**config.mk**
```make
export PLATFORM = sky130hd
export DESIGN_NAME = teaching_cpu_execute_unit
export DESIGN_NICKNAME = d
export VERILOG_FILES = /design/src/design/tcpu_pkg.sv /design/src/design/teaching_cpu_execute_unit.sv /design/src/design/tcpu_regfile.sv /design/src/design/tcpu_fadd.sv
export SDC_FILE = /design/constraint.sdc
export NUM_CORES = 1
export LEC_CHECK = 0
export BUFFER_PORTS_ARGS = -buffer_cell sky130_fd_sc_hd__buf_4
export CORE_MARGIN = 8
export CORE_UTILIZATION = 56
export DETAILED_ROUTE_END_ITERATION = 10
export PLACE_DENSITY_LB_ADDON = 0.25
export SKIP_CTS_REPAIR_TIMING = 1
export SYNTH_ARGS = -nofsm -noshare
export SYNTH_HDL_FRONTEND = slang
export SYNTH_SLANG_ARGS = --single-unit
export TNS_END_PERCENT = 100
```
**constraint.sdc**
```tcl
create_clock -name clk_i -period 3.9 [get_ports clk_i]
set_clock_uncertainty 0.05 [all_clocks]
set_input_delay 0.585 -clock clk_i [delete_from_list [all_inputs] [get_ports clk_i]]
set_output_delay 0.585 -clock clk_i [all_outputs]
set_load 0.02 [all_outputs]
```
**src/design/tcpu_pkg.sv**
```systemverilog
// Shared types, constants and helper functions for the teaching CPU execute unit.
// This package has no dependencies and is imported by every module of the block.
package tcpu_pkg;

  // Operation codes as they arrive with each decoded instruction.
  typedef enum logic [2:0] {
    OP_LOAD_MEM  = 3'd0,
    OP_LOAD_IMM  = 3'd1,
    OP_STORE     = 3'd2,
    OP_MOVE      = 3'd3,
    OP_ADD_TWOS  = 3'd4,
    OP_ADD_FLOAT = 3'd5,
    OP_JUMP      = 3'd6,
    OP_NOP       = 3'd7
  } op_e;

  localparam int ByteW   = 8;
  localparam int RegIdxW = 4;
  // Signed fixed point with 8 fraction bits: magnitude up to 3968 per operand,
  // so a sum needs 13 magnitude bits plus a sign.
  localparam int MagW    = 13;
  localparam int FixW    = MagW + 1;
  // Shift count of the normalizer; it never goes above 8.
  localparam int ShCntW  = 4;

  // Request to the float adder.
  typedef struct packed {
    logic             start;
    logic [ByteW-1:0] op_a;
    logic [ByteW-1:0] op_b;
  } fadd_req_t;

  // Response from the float adder.
  typedef struct packed {
    logic             done;
    logic [ByteW-1:0] result;
  } fadd_rsp_t;

  // Convert an 8-bit float (sign, 3-bit exponent, 4-bit mantissa with a hidden
  // one) exactly into signed fixed point with 8 fraction bits.
  function automatic logic signed [FixW-1:0] f8_to_fixed(input logic [ByteW-1:0] f);
    logic [MagW-1:0] mag;
    logic [FixW-1:0] ext;
    mag = MagW'({1'b1, f[3:0]}) << f[6:4];
    ext = {1'b0, mag};
    return f[7] ? $signed(-ext) : $signed(ext);
  endfunction

endpackage

```
**src/design/teaching_cpu_execute_unit.sv**
```systemverilog
// Execute unit of a small 8-bit teaching processor: one decoded instruction per request.
// Each request passes through register read, execute and retire into the output register;
// a float add also waits for the one-bit-per-cycle normalizing shifter (up to 8 shifts).
// A new request is accepted only once the previous one has retired.
// Reset returns the sequencer to idle and clears the output register at once; register-file registers then read zero.
// Depends on tcpu_pkg, tcpu_regfile and tcpu_fadd.
module teaching_cpu_execute_unit
  import tcpu_pkg::*;
#(
  parameter int REG_COUNT = 16
) (
  input  logic               clk_i,
  input  logic               rst_ni,
  input  logic               in_valid_i,
  output logic               in_ready_o,
  input  logic [2:0]         operation_i,
  input  logic [RegIdxW-1:0] reg_a_i,
  input  logic [RegIdxW-1:0] reg_b_i,
  input  logic [RegIdxW-1:0] reg_c_i,
  input  logic [ByteW-1:0]   mem_address_i,
  input  logic [ByteW-1:0]   memory_data_i,
  input  logic [ByteW-1:0]   immediate_i,
  output logic               out_valid_o,
  input  logic               out_ready_i,
  output logic               mem_write_o,
  output logic [ByteW-1:0]   write_address_o,
  output logic [ByteW-1:0]   write_data_o,
  output logic               jump_taken_o,
  output logic [ByteW-1:0]   jump_target_o,
  output logic               halt_o,
  output logic               reg_written_o,
  output logic [ByteW-1:0]   reg_value_o
);

  localparam logic [RegIdxW:0] RegLimit = (RegIdxW + 1)'(REG_COUNT);

  typedef enum logic [2:0] {
    S_IDLE,
    S_READ,
    S_EXEC,
    S_FP,
    S_DONE
  } state_e;

  state_e state_q;

  // Latched request fields.
  op_e                op_q;
  logic [RegIdxW-1:0] ra_q;
  logic [RegIdxW-1:0] rb_q;
  logic [RegIdxW-1:0] rc_q;
  logic [ByteW-1:0]   addr_q;
  logic [ByteW-1:0]   mdata_q;
  logic [ByteW-1:0]   imm_q;

  // Pending result, waiting for the output register.
  logic               p_memw_q;
  logic [ByteW-1:0]   p_waddr_q;
  logic [ByteW-1:0]   p_wdata_q;
  logic               p_jt_q;
  logic [ByteW-1:0]   p_jtarget_q;
  logic               p_halt_q;
  logic               p_rwr_q;
  logic [ByteW-1:0]   p_rval_q;
  logic [RegIdxW-1:0] p_dst_q;

  // Result of the execute step, loaded into the pending result.
  logic               p_memw_d;
  logic [ByteW-1:0]   p_waddr_d;
  logic [ByteW-1:0]   p_wdata_d;
  logic               p_jt_d;
  logic [ByteW-1:0]   p_jtarget_d;
  logic               p_halt_d;
  logic               p_rwr_d;
  logic [ByteW-1:0]   p_rval_d;
  logic [RegIdxW-1:0] p_dst_d;

  // Output register.
  logic               out_valid_q;
  logic               memw_q;
  logic [ByteW-1:0]   waddr_q;
  logic [ByteW-1:0]   wdata_q;
  logic               jt_q;
  logic [ByteW-1:0]   jtarget_q;
  logic               halt_q;
  logic               rwr_q;
  logic [ByteW-1:0]   rval_q;

  logic [RegIdxW-1:0] rd_addr_a;
  logic [RegIdxW-1:0] rd_addr_b;
  logic [ByteW-1:0]   rd_data_a;
  logic [ByteW-1:0]   rd_data_b;
  logic               out_free;
  logic               rf_we;
  fadd_req_t          fadd_req;
  fadd_rsp_t          fadd_rsp;

  // Read port A serves the source of store, move and jump, else the first
  // add operand; port B serves register 0 for a jump, else the second operand.
  always_comb begin
    if (op_q == OP_STORE || op_q == OP_MOVE || op_q == OP_JUMP) begin
      rd_addr_a = ra_q;
    end else begin
      rd_addr_a = rb_q;
    end
    rd_addr_b = (op_q == OP_JUMP) ? '0 : rc_q;
  end

  assign out_free   = !out_valid_q || out_ready_i;
  assign rf_we      = (state_q == S_DONE) && out_free && p_rwr_q;
  assign in_ready_o = (state_q == S_IDLE);

  assign fadd_req.start = (state_q == S_EXEC) && (op_q == OP_ADD_FLOAT);
  assign fadd_req.op_a  = rd_data_a;
  assign fadd_req.op_b  = rd_data_b;

  tcpu_regfile #(
    .REG_COUNT(REG_COUNT)
  ) u_regfile (
    .clk_i      (clk_i),
    .rst_ni     (rst_ni),
    .rd_addr_a_i(rd_addr_a),
    .rd_addr_b_i(rd_addr_b),
    .rd_data_a_o(rd_data_a),
    .rd_data_b_o(rd_data_b),
    .wr_en_i    (rf_we),
    .wr_addr_i  (p_dst_q),
    .wr_data_i  (p_rval_q)
  );

  tcpu_fadd u_fadd (
    .clk_i (clk_i),
    .rst_ni(rst_ni),
    .req_i (fadd_req),
    .rsp_o (fadd_rsp)
  );

  // Outcome of every operation except the float add, which finishes in the adder.
  always_comb begin
    p_memw_d    = 1'b0;
    p_waddr_d   = '0;
    p_wdata_d   = '0;
    p_jt_d      = 1'b0;
    p_jtarget_d = '0;
    p_halt_d    = 1'b0;
    p_rwr_d     = 1'b0;
    p_rval_d    = '0;
    p_dst_d     = ra_q;
    case (op_q)
      OP_LOAD_MEM: begin
        p_rwr_d  = ({1'b0, ra_q} < RegLimit);
        p_rval_d = ({1'b0, ra_q} < RegLimit) ? mdata_q : '0;
      end
      OP_LOAD_IMM: begin
        p_rwr_d  = ({1'b0, ra_q} < RegLimit);
        p_rval_d = ({1'b0, ra_q} < RegLimit) ? imm_q : '0;
      end
      OP_STORE: begin
        p_memw_d  = 1'b1;
        p_waddr_d = addr_q;
        p_wdata_d = rd_data_a;
      end
      OP_MOVE: begin
        p_dst_d  = rb_q;
        p_rwr_d  = ({1'b0, rb_q} < RegLimit);
        p_rval_d = ({1'b0, rb_q} < RegLimit) ? rd_data_a : '0;
      end
      OP_ADD_TWOS: begin
        p_rwr_d  = ({1'b0, ra_q} < RegLimit);
        p_rval_d = ({1'b0, ra_q} < RegLimit) ? ByteW'(rd_data_a + rd_data_b) : '0;
      end
      OP_JUMP: begin
        if (rd_data_a == rd_data_b) begin
          if (!addr_q[0]) begin
            p_jt_d      = 1'b1;
            p_jtarget_d = addr_q;
          end else begin
            p_halt_d = 1'b1;
          end
        end
      end
      default: begin
      end
    endcase
  end

  // Sequencer: accept, read registers, execute, wait for the float adder if
  // needed, then retire into the output register and the register file.
  always_ff @(posedge clk_i or negedge rst_ni) begin
    if (!rst_ni) begin
      state_q     <= S_IDLE;
      op_q        <= OP_NOP;
      ra_q        <= '0;
      rb_q        <= '0;
      rc_q        <= '0;
      addr_q      <= '0;
      mdata_q     <= '0;
      imm_q       <= '0;
      p_memw_q    <= 1'b0;
      p_waddr_q   <= '0;
      p_wdata_q   <= '0;
      p_jt_q      <= 1'b0;
      p_jtarget_q <= '0;
      p_halt_q    <= 1'b0;
      p_rwr_q     <= 1'b0;
      p_rval_q    <= '0;
      p_dst_q     <= '0;
      out_valid_q <= 1'b0;
      memw_q      <= 1'b0;
      waddr_q     <= '0;
      wdata_q     <= '0;
      jt_q        <= 1'b0;
      jtarget_q   <= '0;
      halt_q      <= 1'b0;
      rwr_q       <= 1'b0;
      rval_q      <= '0;
    end else begin
      // The output register fills on retire and empties when the result is taken.
      if ((state_q == S_DONE) && out_free) begin
        out_valid_q <= 1'b1;
      end else if (out_valid_q && out_ready_i) begin
        out_valid_q <= 1'b0;
      end
      case (state_q)
        S_IDLE: begin
          if (in_valid_i) begin
            op_q    <= op_e'(operation_i);
            ra_q    <= reg_a_i;
            rb_q    <= reg_b_i;
            rc_q    <= reg_c_i;
            addr_q  <= mem_address_i;
            mdata_q <= memory_data_i;
            imm_q   <= immediate_i;
            state_q <= S_READ;
          end
        end
        S_READ: begin
          state_q <= S_EXEC;
        end
        S_EXEC: begin
          p_memw_q    <= p_memw_d;
          p_waddr_q   <= p_waddr_d;
          p_wdata_q   <= p_wdata_d;
          p_jt_q      <= p_jt_d;
          p_jtarget_q <= p_jtarget_d;
          p_halt_q    <= p_halt_d;
          p_rwr_q     <= p_rwr_d;
          p_rval_q    <= p_rval_d;
          p_dst_q     <= p_dst_d;
          state_q     <= (op_q == OP_ADD_FLOAT) ? S_FP : S_DONE;
        end
        S_FP: begin
          if (fadd_rsp.done) begin
            p_rwr_q  <= ({1'b0, ra_q} < RegLimit);
            p_rval_q <= ({1'b0, ra_q} < RegLimit) ? fadd_rsp.result : '0;
            state_q  <= S_DONE;
          end
        end
        S_DONE: begin
          if (out_free) begin
            memw_q      <= p_memw_q;
            waddr_q     <= p_waddr_q;
            wdata_q     <= p_wdata_q;
            jt_q        <= p_jt_q;
            jtarget_q   <= p_jtarget_q;
            halt_q      <= p_halt_q;
            rwr_q       <= p_rwr_q;
            rval_q      <= p_rval_q;
            state_q     <= S_IDLE;
          end
        end
        default: begin
          state_q <= S_IDLE;
        end
      endcase
    end
  end

  assign out_valid_o     = out_valid_q;
  assign mem_write_o     = memw_q;
  assign write_address_o = waddr_q;
  assign write_data_o    = wdata_q;
  assign jump_taken_o    = jt_q;
  assign jump_target_o   = jtarget_q;
  assign halt_o          = halt_q;
  assign reg_written_o   = rwr_q;
  assign reg_value_o     = rval_q;

  // The float adder only answers while the sequencer waits for it.
  a_fadd_done_in_fp : assert property (
    @(posedge clk_i) disable iff (!rst_ni)
    fadd_rsp.done |-> (state_q == S_FP)
  ) else $error("float adder answered outside the wait state");

  // A result carries at most one kind of effect.
  a_single_effect : assert property (
    @(posedge clk_i) disable iff (!rst_ni)
    out_valid_q |-> $onehot0({memw_q, jt_q, halt_q, rwr_q})
  ) else $error("result carries more than one effect");

  // A taken jump always has an even target.
  a_jump_even : assert property (
    @(posedge clk_i) disable iff (!rst_ni)
    (out_valid_q && jt_q) |-> !jtarget_q[0]
  ) else $error("taken jump with odd target");

  // A register write happens only when the result goes into a free output register.
  a_write_with_result : assert property (
    @(posedge clk_i) disable iff (!rst_ni)
    rf_we |=> (out_valid_q && rwr_q)
  ) else $error("register written without a matching result");

endmodule

```
**src/design/tcpu_regfile.sv**
```systemverilog
// Register file of the teaching CPU execute unit: one write port, two registered
// read ports, and per-register valid bits so that every register reads zero after reset.
// Depends on tcpu_pkg.
module tcpu_regfile
  import tcpu_pkg::*;
#(
  parameter int REG_COUNT = 16
) (
  input  logic               clk_i,
  input  logic               rst_ni,
  input  logic [RegIdxW-1:0] rd_addr_a_i,
  input  logic [RegIdxW-1:0] rd_addr_b_i,
  output logic [ByteW-1:0]   rd_data_a_o,
  output logic [ByteW-1:0]   rd_data_b_o,
  input  logic               wr_en_i,
  input  logic [RegIdxW-1:0] wr_addr_i,
  input  logic [ByteW-1:0]   wr_data_i
);

  localparam int IdxW = (REG_COUNT > 1) ? $clog2(REG_COUNT) : 1;
  localparam logic [RegIdxW:0] RegLimit = (RegIdxW + 1)'(REG_COUNT);

  logic [ByteW-1:0]     mem [REG_COUNT];
  logic [REG_COUNT-1:0] valid_q;
  logic [ByteW-1:0]     rd_data_a_q;
  logic [ByteW-1:0]     rd_data_b_q;

  logic            hit_a;
  logic            hit_b;
  logic            wr_hit;
  logic [IdxW-1:0] idx_a;
  logic [IdxW-1:0] idx_b;
  logic [IdxW-1:0] idx_w;

  // Indexes at or above the register count read as zero and ignore writes.
  assign idx_a  = rd_addr_a_i[IdxW-1:0];
  assign idx_b  = rd_addr_b_i[IdxW-1:0];
  assign idx_w  = wr_addr_i[IdxW-1:0];
  assign hit_a  = ({1'b0, rd_addr_a_i} < RegLimit) && valid_q[idx_a];
  assign hit_b  = ({1'b0, rd_addr_b_i} < RegLimit) && valid_q[idx_b];
  assign wr_hit = wr_en_i && ({1'b0, wr_addr_i} < RegLimit);

  // A register becomes valid on its first write.
  always_ff @(posedge clk_i or negedge rst_ni) begin
    if (!rst_ni) begin
      valid_q <= '0;
    end else if (wr_hit) begin
      valid_q[idx_w] <= 1'b1;
    end
  end

  // Storage write.
  always_ff @(posedge clk_i) begin
    if (wr_hit) begin
      mem[idx_w] <= wr_data_i;
    end
  end

  // Registered reads; an unwritten register reads as zero.
  always_ff @(posedge clk_i) begin
    rd_data_a_q <= hit_a ? mem[idx_a] : '0;
    rd_data_b_q <= hit_b ? mem[idx_b] : '0;
  end

  assign rd_data_a_o = rd_data_a_q;
  assign rd_data_b_o = rd_data_b_q;

endmodule

```
**src/design/tcpu_fadd.sv**
```systemverilog
// Iterative 8-bit float adder: the operands are summed in fixed point and captured on start, then a single
// right shifter normalizes one bit per cycle.
// Depends on tcpu_pkg.
module tcpu_fadd
  import tcpu_pkg::*;
(
  input  logic      clk_i,
  input  logic      rst_ni,
  input  fadd_req_t req_i,
  output fadd_rsp_t rsp_o
);

  typedef enum logic {
    F_IDLE,
    F_NORM
  } fadd_state_e;

  fadd_state_e       state_q;
  logic              sign_q;
  logic [MagW-1:0]   mag_q;
  logic [ShCntW-1:0] cnt_q;
  logic              done_q;
  logic [ByteW-1:0]  result_q;

  logic signed [FixW-1:0] sum;
  logic [FixW-1:0]        abs_sum;

  // Exact fixed-point sum of both operands and its magnitude.
  assign sum     = f8_to_fixed(req_i.op_a) + f8_to_fixed(req_i.op_b);
  assign abs_sum = sum[FixW-1] ? FixW'(-sum) : FixW'(sum);

  // Shift the magnitude right until it is below 32; the shift count is the
  // biased exponent and the low four bits are the truncated mantissa.
  always_ff @(posedge clk_i or negedge rst_ni) begin
    if (!rst_ni) begin
      state_q  <= F_IDLE;
      sign_q   <= 1'b0;
      mag_q    <= '0;
      cnt_q    <= '0;
      done_q   <= 1'b0;
      result_q <= '0;
    end else begin
      // The answer is flagged for one cycle, together with the registered result.
      done_q <= (state_q == F_NORM) && (mag_q[MagW-1:5] == '0);
      case (state_q)
        F_IDLE: begin
          if (req_i.start) begin
            sign_q  <= sum[FixW-1];
            mag_q   <= abs_sum[MagW-1:0];
            cnt_q   <= '0;
            state_q <= F_NORM;
          end
        end
        F_NORM: begin
          if (mag_q[MagW-1:5] != '0) begin
            mag_q <= mag_q >> 1;
            cnt_q <= cnt_q + ShCntW'(1);
          end else begin
            result_q <= {sign_q, cnt_q[2:0], mag_q[3:0]};
            state_q  <= F_IDLE;
          end
        end
        default: begin
          state_q <= F_IDLE;
        end
      endcase
    end
  end

  assign rsp_o.done   = done_q;
  assign rsp_o.result = result_q;

endmodule
```
==> metrics, run 1 <==
count leader, synth=nand2_1; antenna violations before repair=0; synthesized cell area=~0.015 mm^2; die width=around 180 um; Residual DRC=0; IO buf count=slightly below 80; synth warn=0; Critical Path RT=about 4.3 ns; vias in the first global route=~12000; sequential fraction of the synthesis area=0.530; cell taking the most area after synthesis=dfrtp_1; maxcap violations=0; cell area after layout=between 0.015 and 0.02 mm^2; Post-synth EDFFs=about 130; WL/cell=about 22 um; Routed WL=~41000 um; GRT Overall Usage=0.239; Hold Fails Final Rpt=6; grt met1 use=0.315; Synth Register Bits=304; Pins Over Slew Limit=0; Mapped Nets=approximately 1400; worst path arrival time=4.37 ns; die area=about 0.033 mm^2; share of post-route cells with drive strength above 1=0.327; CTS tree=yes; core footprint=0.0270 mm^2; Reg clk slew, reported paths=roughly 0.06 ns; clock sinks=approximately 300; CTS root buf=clkbuf_16; Top Ports=81; post-synth cell types=80; dpl hpwl=approximately 28000 um; total vias in the final route=between 10000 and 15000; placer congestion estimate=~0.88; FF-to-FF setup slack=-0.09 ns; min Tclk post-route=between 3 and 4 ns; VDD IR max=around 0.00069 V; status=finished, violations left; starting density of the core=0.570; dpl cells=1771; Avg Cell Area, Syn=11.7 um^2; Least-Margin Pin Slew=1.24 ns; top post-synthesis cells by area=dfrtp_1 (25%), edfxtp_1 (25%), mux2_2 (6.8%); die height=182 um; CTS Buf Count=31; setup ws final=-0.0895 ns; slew margin rel.=0.173; drt initial violations=between 900 and 1000; final hold slack=-0.0147 ns; failing checks=negative hold slack, negative setup slack; largest net degree at the start of global routing=80; first-pass GRT wire length=approximately 64000 um; diode count=0; Synth Instances=1321; Detail Route Antenna Nets=0; Clock Latency Late Sink=approximately 0.57 ns; final worst path period share=1.02; non-filler instance count after layout=between 1500 and 2000; startpoint type of the worst setup path=register; # nets final=roughly 1500; router iterations before antenna repair=5; P&R area growth vs syn=20.8%; Setup CP Type=register to register; Post-DP Area=0.0170 mm^2; via density per instance=between 6 and 7; Yosys top cell area share=0.255; Pleak=7.84 nW; met2 Use GR=0.393; # setup viols final=2; routing usage on met3=0.0489; pwr/cell area=roughly 940 mW/mm^2; global route total overflow=0; RSZ-0062 raised after global routing=yes; CTS Buffer Depth=3; top cells by count, synth=nand2_1 (209), dfrtp_1 (157), edfxtp_1 (128), mux2_2 (93), clkbuf_1 (59); Row Count=60; Max Fclk=about 0.25 GHz; crit-path max FO=6; Critical Path End Type=register; HP Class=input port to asynchronous set/reset pin; Max H-tree Level=1; prevailing post-synth register cell=dfrtp_1; grt peak-use layer=met2; ys async rst share=0.526
[layer usage]
layer | vias up | share of wire
li1 | 5218 | -
met1 | 5696 | 0.41
met2 | 496 | 0.48
met3 | 94 | 0.084
met4 | 0 | 0.030
met5 | - | 0
[area by class of cell]
cell class                 count  area (um^2)
fill                        1910         8400
multi-input combinational    920         7320
clock inverter                19          176
timing repair buffer         203         1570
sequential                   304         8190
clock buffer                  39          856
tap                          341          427
inverter                      20         77.6
[per-stage QoR]
stage	total power, W	util	TNS (ns)	setup slack (ns)
final	0.0176	0.689	-0.139	-0.0895
after detailed placement	0.0135	0.629	-1.02	-0.171
after global routing	0.0186	0.689	-1.39	-0.277
after floorplan	0.0106	-	0	0.00900
after CTS	0.0165	0.667	-1.22	-0.188
after global placement	0.0134	0.629	-0.543	-0.131
[cells in the final DEF, fill, tap and decap left out, types with 17 or more instances in the layout]
cell,instances
nor2_1,55
buf_4,192
mux2i_1,33
mux4_2,37
dfrtp_1,157
xnor2_1,17
a22o_1,25
clkbuf_16,31
nand2_1,207
a221o_1,17
a221oi_1,17
xor2_1,18
mux2_2,92
edfxtp_1,128
or2_2,17
inv_1,17
a21oi_1,41
nand3_1,18
ha_1,19
a22oi_1,27
o21ai_0,31
nor3_1,24
[path summary, 6_finish.rpt]
path | cells after the start | end | from
max in group asynchronous | 2 | rc_q[2]$_DFFE_PN0P_ | rst_ni
min in group clk_i | 2 | mdata_q[4]$_DFFE_PN0P_ | memory_data_i[4]
max | 20 | u_fadd.mag_q[10]$_DFFE_PN0P_ | u_regfile.rd_data_b_o[4]$_SDFF_PN0_
min reg2reg | 2 | jump_target_o[4]$_DFFE_PN0P_ | jump_target_o[4]$_DFFE_PN0P_
max reg2reg | 20 | u_fadd.mag_q[10]$_DFFE_PN0P_ | u_regfile.rd_data_b_o[4]$_SDFF_PN0_
min | 1 | jump_target_o[3]$_DFFE_PN0P_ | rst_ni
[power by group]
part | internal [W] | switching, W
clock network | 0.00174 | 0.00123
registers | 0.00429 | 0.000928
logic | 0.00439 | 0.00502
total | 0.0104 | 0.00718
[state kept, by name, summed over array words and instances (netlist names), 7 cells and up]
| signal | flops |
|---|---|
| reg_value_o | 8 |
| u_regfile.rd_data_b_o | 8 |
| write_data_o | 8 |
| p_rval_q | 8 |
| p_wdata_q | 8 |
| u_regfile.valid_q | 16 |
| mdata_q | 8 |
| u_fadd.result_q | 8 |
| p_waddr_q | 8 |
| write_address_o | 8 |
| u_fadd.mag_q | 13 |
| imm_q | 8 |
| jump_target_o | 7 |
| addr_q | 8 |
| u_regfile.mem | 128 |
| u_regfile.rd_data_a_o | 8 |
| p_jtarget_q | 7 |
[worst max-delay path, stage by stage (launching register included)]
cell,delay (ns)
dfxtp_4,0.41
mux2i_4,0.31
nor2_4,0.05
nand2_1,0.09
ha_2,0.20
o21ai_2,0.07
nor2_2,0.13
mux2_4,0.31
o21ai_2,0.13
o21ai_2,0.08
ha_1,0.36
buf_6,0.15
nand3_1,0.09
o2111ai_2,0.14
xor2_2,0.22
a2111oi_4,0.39
nand3_2,0.18
buf_6,0.16
a21boi_1,0.12
xnor2_1,0.15
o21ai_1,0.07
[cell families after synthesis]
group	after synthesis	synth area share
XOR/XNOR	41	0.0233
multiplexers	171	0.150
adder cells (fa/ha/maj)	26	0.0221
flip-flops	304	0.530
AO/OA/AOI/OAI	267	0.126
AND/OR/NAND/NOR	414	0.122
buffers and inverters	97	0.0261
other	1	0.000243
Power figures use the tool's default switching activity.
==> run 2: changes to the inputs <==
--- a/config.mk
+++ b/config.mk
@@ -13,5 +13,6 @@
 export SKIP_CTS_REPAIR_TIMING = 1
 export SYNTH_ARGS = -nofsm -noshare
 export SYNTH_HDL_FRONTEND = slang
+export SYNTH_HIERARCHICAL = 1
 export SYNTH_SLANG_ARGS = --single-unit
 export TNS_END_PERCENT = 100
==> run 2 against run 1 <==
Net effect: final cell count down 11%; non-clock buffer count is 41 lower; highest routed layer unchanged; the flow now finishes without violations; hold slack better by 0.10 ns; critical endpoint is now u_fadd/mag_q[8]$_DFFE_PN0P_; synthesized area is 0.41% lower; sequential power down 3%; setup slack better by 0.15 ns; synthesized cell count decreased by 13%; utilization decreased by 1.6 points; global-route usage decreased by 0.75 points.
==> metrics, run 2 <==
Routed WL=38800 um; clock share of power=0.228; FF-to-FF setup slack=about 0.064 ns; sw frac=0.369; IO buf count=79; clock sinks=around 300; slew margin rel.=0.240; drt initial violations=761; VDD IR max=around 0.00062 V; top post-synthesis cells by area=dfrtp_1 (26%), edfxtp_1 (25%), mux4_2 (11%); maxcap violations=0; WL/cell=about 24 um; sequential fraction of the synthesis area=0.532; Detail Route Antenna Nets=0; post-synth cell types=between 80 and 90; Yosys top cell area share=0.256; starting density of the core=0.569; die height=about 180 um; Synth Instances=between 1000 and 1500; Flop pwr share=0.350; biggest regs=u_regfile/mem x128, u_regfile/valid_q x16, u_fadd/mag_q x13; vias in the first global route=~11000; Residual DRC=0; CTS tree=yes; placer congestion estimate=0.916; die area=0.0330 mm^2; router iterations before antenna repair=5; Mapped Nets=1214; post-layout util=0.673; CTS root buf=clkbuf_16; HP Class=input port to asynchronous set/reset pin; Synth Register Bits=around 300; cell taking the most area after synthesis=dfrtp_1; share of post-route cells with drive strength above 1=0.314; first-pass GRT wire length=60100 um; Post-synth EDFFs=128; P&R area growth vs syn=18.1%; worst r2r dst=u_fadd/mag_q[8]$_DFFE_PN0P_; max FFs per register=between 100 and 150; reg2reg start=u_regfile/rd_data_b_o[4]$_SDFF_PN0_; Critical Path End Type=register; Pins Over Slew Limit=0; status=finished clean; die width=182 um; Worst Reg-to-Reg Cells=17; top cells by count, synth=dfrtp_1 (157), edfxtp_1 (128), mux2_1 (76), mux4_2 (72), nand2_1 (72); min Tclk post-route=~3.8 ns; # setup viols final=0; Reg clk slew, reported paths=~0.06 ns; Hold Fails Final Rpt=0; Logic pwr share=0.421; CTS Buffer Depth=3; Setup CP Type=register to register; total power=0.0144 W; most frequent cells in the layout=dfrtp_1 (157), buf_4 (152), edfxtp_1 (128); Least-Margin Pin Slew=1.14 ns; prevailing post-synth register cell=dfrtp_1; ys async rst share=0.526; Max Fclk=around 0.26 GHz; commonest non-fill, non-tap cell in the layout=dfrtp_1; final worst path period share=0.984; Psw=approximately 0.0053 W; Top Ports=81; Pleak=about 7.4 nW; RSZ-0062 raised after global routing=yes; global route total overflow=0; core footprint=approximately 0.027 mm^2; # nets final=~1300; startpoint type of the worst setup path=register; Critical Path RT=around 4.2 ns; Internal Pwr Total=roughly 0.0091 W; setup TNS=0 ns; largest net degree at the start of global routing=96; worst path arrival time=~4.2 ns; pwr/cell area=just under 800 mW/mm^2; diode count=0; Row Count=60; Clock Latency Late Sink=between 0.5 and 0.6 ns; synthesized cell area=approximately 0.015 mm^2; antenna violations before repair=0; crit-path max FO=5; dpl hpwl=26400 um; GRT Overall Usage=0.232; count leader, synth=dfrtp_1; Avg Cell Area, Syn=about 13 um^2; via density per instance=roughly 6.4; CTS Buf Count=34; total vias in the final route=around 11000; Max H-tree Level=2; Biggest register=u_regfile/mem; synth warn=6
-- run 2: per-stage QoR --
step	cell area (um^2)	hold slack (ns)	cells	setup WS (ns)
2_1_floorplan	15300	0.239	1145	0.0218
3_3_place_gp	16600	0.403	1566	0.0653
3_5_place_dp	16600	0.410	1566	-0.0537
4_1_cts	17700	0.173	1625	-0.0824
5_1_grt	18100	0.160	1641	-0.174
6_report	18100	0.0855	1641	0.0640
-- run 2: power by group through the flow --
stage / Sequential, W / Combinational (W) / Clock, W
floorplan: 0.00481 / 0.00422 / 0
global placement: 0.00502 / 0.00572 / 0
detailed placement: 0.00506 / 0.00580 / 0
CTS: 0.00502 / 0.00585 / 0.00333
global route: 0.00515 / 0.00649 / 0.00346
finish: 0.00504 / 0.00607 / 0.00328
-- run 2: area by class of cell --
type                       instances  area, um^2
multi-input combinational        754        6990
sequential                       304        8190
tap                              341         427
inverter                          21        78.8
fill                            1888        8820
clock buffer                      45         933
timing repair buffer             162        1280
clock inverter                    14         224
-- run 2: layer usage --
metal  up-vias  share of wire  track usage
met3        86          0.070       0.0443
met5         -              0            0
met4         0          0.032       0.0853
met1      5362           0.40        0.299
met2       412           0.49        0.385
li1       4641              -            -
-- run 2: logic make-up (layout without fill, tap and decap cells) --
| logic type | Yosys count | count (layout) | share of synthesized area |
|---|---|---|---|
| adder cells (fa/ha/maj) | 26 | 26 | 0.0222 |
| multiplexers | 165 | 165 | 0.173 |
| AO/OA/AOI/OAI | 256 | 256 | 0.122 |
| XOR/XNOR | 42 | 42 | 0.0249 |
| other | 1 | 1 | 0.000244 |
| buffers and inverters | 87 | 242 | 0.0287 |
| flip-flops | 304 | 304 | 0.532 |
| AND/OR/NAND/NOR | 264 | 264 | 0.0964 |
-- run 2: worst max-delay path by stage --
| stage | end | slack, ns | start |
|---|---|---|---|
| final | u_fadd/mag_q[8]$_DFFE_PN0P_ | 0.06 | u_regfile/rd_data_b_o[4]$_SDFF_PN0_ |
| after global routing | u_fadd/mag_q[8]$_DFFE_PN0P_ | -0.17 | u_regfile/rd_data_b_o[4]$_SDFF_PN0_ |
| after CTS | u_fadd/mag_q[8]$_DFFE_PN0P_ | -0.08 | u_regfile/rd_data_b_o[4]$_SDFF_PN0_ |
| after detailed placement | u_fadd/mag_q[1]$_DFFE_PN0P_ | -0.05 | u_regfile/rd_data_b_o[4]$_SDFF_PN0_ |
| after global placement | u_fadd/mag_q[8]$_DFFE_PN0P_ | 0.07 | u_regfile/rd_data_a_o[4]$_SDFF_PN0_ |
| after floorplan | u_fadd/mag_q[11]$_DFFE_PN0P_ | 0.02 | u_regfile/rd_data_a_o[1]$_SDFF_PN0_ |
-- run 2: critical path, cell delays in order (launching register included) --
cell and delay [ns]:
dfxtp_4 0.38, buf_6 0.13, nor2b_4 0.16, a211oi_2 0.06, nor4_2 0.38, nand2_1 0.16
o31ai_4 0.27, xor2_1 0.19, ha_1 0.28, buf_6 0.13, a221o_1 0.40, a211oi_4 0.24
or3_4 0.19, o211ai_4 0.11, buf_6 0.17, o21bai_4 0.17, xnor2_1 0.17, o21ai_1 0.07
==> run 3: changes to the inputs <==
--- a/config.mk
+++ b/config.mk
@@ -6,7 +6,6 @@
 export NUM_CORES = 1
 export LEC_CHECK = 0
 export BUFFER_PORTS_ARGS = -buffer_cell sky130_fd_sc_hd__buf_4
-export CORE_MARGIN = 8
 export CORE_UTILIZATION = 56
 export DETAILED_ROUTE_END_ITERATION = 10
 export PLACE_DENSITY_LB_ADDON = 0.25
==> constraint.sdc (replaced) <==
create_clock -name clk_i -period 3.9 [get_ports clk_i]
set_clock_uncertainty 0.05 [all_clocks]
set_input_delay 0.39 -clock clk_i [delete_from_list [all_inputs] [get_ports clk_i]]
set_output_delay 0.39 -clock clk_i [all_outputs]
set_load 0.02 [all_outputs]
==> run 3 against run 2 <==
Net effect: final cell count is 0.37% higher; global-route usage grew 3.6 points; sequential power down 2%; first-iteration DRC count grew 12%; power fell by 2.6%; via count decreased by 1.0%; critical path depth did not move; design area fell by 0.88%; flip-flop and latch count unchanged; highest routed layer unchanged.
==> metrics, run 3 (synthesis gave the netlist of run 2 again) <==
starting density of the core=0.569; Clock Latency Late Sink=about 0.53 ns; final worst path period share=0.985; die area=0.0281 mm^2; Critical Path End Type=register; Post-DP Area=0.0167 mm^2; drt initial violations=854; startpoint type of the worst setup path=register; Top Ports=81; biggest regs=u_regfile/mem x128, u_regfile/valid_q x16, u_fadd/mag_q x13; largest net degree at the start of global routing=90; P&R area growth vs syn=17.1%; die height=around 170 um; VDD IR max=approximately 0.00057 V; router iterations before antenna repair=5; Detail Route Antenna Nets=0; most frequent cells in the layout=buf_4 (158), dfrtp_1 (157), edfxtp_1 (128); # setup viols final=0; fillcell total=between 1500 and 2000; CTS tree=yes; Max H-tree Level=2; dpl cells=1578; maxcap violations=0; crit-path max FO=5; crit path cell chain=nor2b_2 > a21oi_1 > or3_4 > ha_1 > nand2b_1 > o31ai_2 > xnor2_1 > ha_1 > and2_4 > a221o_1 > a211oi_2 > or3_4 > o211ai_4 > buf_4 > o21bai_2 > xnor2_2 > o21ai_1; CTS root buf=clkbuf_16; slew margin rel.=0.292; CTS Buffer Depth=3; Row Count=60; Hold Fails Final Rpt=0; non-filler instance count after layout=roughly 1600; Pins Over Slew Limit=0; antenna violations before repair=0; Residual DRC=0; Top Family by Delay on Critical Path=compound AO/OA/AOI/OAI gates; dpl hpwl=around 26000 um; worst path arrival time=around 4.2 ns; diode count=0; status=finished clean; max FFs per register=between 100 and 150; min Tclk post-route=about 3.8 ns; setup TNS=0 ns; IO buf count=79; CTS Buf Count=34; Biggest register=u_regfile/mem; Least-Margin Pin Slew=between 1 and 1.5 ns; Setup CP Type=register to register; Reg clk slew, reported paths=approximately 0.06 ns; slowest stage cell, crit path=dfxtp_1; Critical Path RT=4.22 ns; pwr/cell area=~780 mW/mm^2; global route total overflow=0; placer congestion estimate=0.904; HP Class=input port to register; # nets final=approximately 1400; vias in the first global route=around 10000; max incr delay on CP=between 0.3 and 0.4 ns; GRT Overall Usage=0.268; Max Fclk=~0.26 GHz; first-pass GRT wire length=57600 um; cell area after layout=about 0.018 mm^2; Routed WL=about 37000 um; register area=0.00819 mm^2; share of post-route cells with drive strength above 1=0.305; commonest non-fill, non-tap cell in the layout=buf_4; WL/cell=between 20 and 25 um; area occupied by multi-input gates=0.00692 mm^2; via density per instance=about 6.3; Pleak=approximately 7.4 nW; CP Buf/Inv Count=1; die width=168 um; core footprint=about 0.027 mm^2; total vias in the final route=between 10000 and 15000; clock sinks=roughly 300; RSZ-0062 raised after global routing=yes
run 3: area by class of cell:
cell class / count / area share
Inverter: 21 / 0.00439
Sequential cell: 304 / 0.456
Tap cell: 341 / 0.0237
Timing Repair Buffer: 167 / 0.0735
Clock inverter: 8 / 0.00536
Clock buffer: 52 / 0.0522
Multi-Input combinational cell: 754 / 0.385
run 3: per-layer routing:
layer	vias to the layer above	part of all wire	routed length (um)	GRT usage
met5	-	0	0	0
met4	0	0.030	1120	0.0969
met3	84	0.072	2680	0.0537
met2	412	0.49	18200	0.442
met1	5237	0.41	15200	0.353
li1	4660	-	-	-
run 3: path summary, 6_finish.rpt:
check	start	endpoint	slack, ns	depth (start not counted)
worst max-delay path	u_regfile/rd_data_a_o[1]$_SDFF_PN0_	u_fadd/mag_q[8]$_DFFE_PN0P_	0.06	17
worst min-delay path	mem_address_i[3]	addr_q[3]$_DFFE_PN0P_	0.03	2
worst max register to register	u_regfile/rd_data_a_o[1]$_SDFF_PN0_	u_fadd/mag_q[8]$_DFFE_PN0P_	0.06	17
worst min register to register	u_fadd/sign_q$_DFFE_PN0P_	u_fadd/result_q[7]$_DFFE_PN0P_	0.42	2
max in group asynchronous	rst_ni	u_regfile/valid_q[3]$_DFFE_PN0P_	2.40	3
min in group asynchronous	rst_ni	write_data_o[1]$_DFFE_PN0P_	0.47	2
run 3: metrics by stage:
step | utilization | total power [W] | hold WS, ns | setup WS, ns
2_1_floorplan | - | 0.00902 | 0.0444 | 0.0218
3_3_place_gp | 0.618 | 0.0108 | 0.402 | 0.0279
3_5_place_dp | 0.618 | 0.0109 | 0.410 | -0.0529
4_1_cts | 0.656 | 0.0139 | -0.0753 | -0.0936
5_1_grt | 0.667 | 0.0147 | 0.0174 | -0.151
6_report | 0.667 | 0.0140 | 0.0254 | 0.0574
run 3: power by group:
part	switching, W	internal (W)
Sequential	0.000741	0.00421
Combinational	0.00323	0.00287
Clock	0.00127	0.00169
Total	0.00525	0.00877
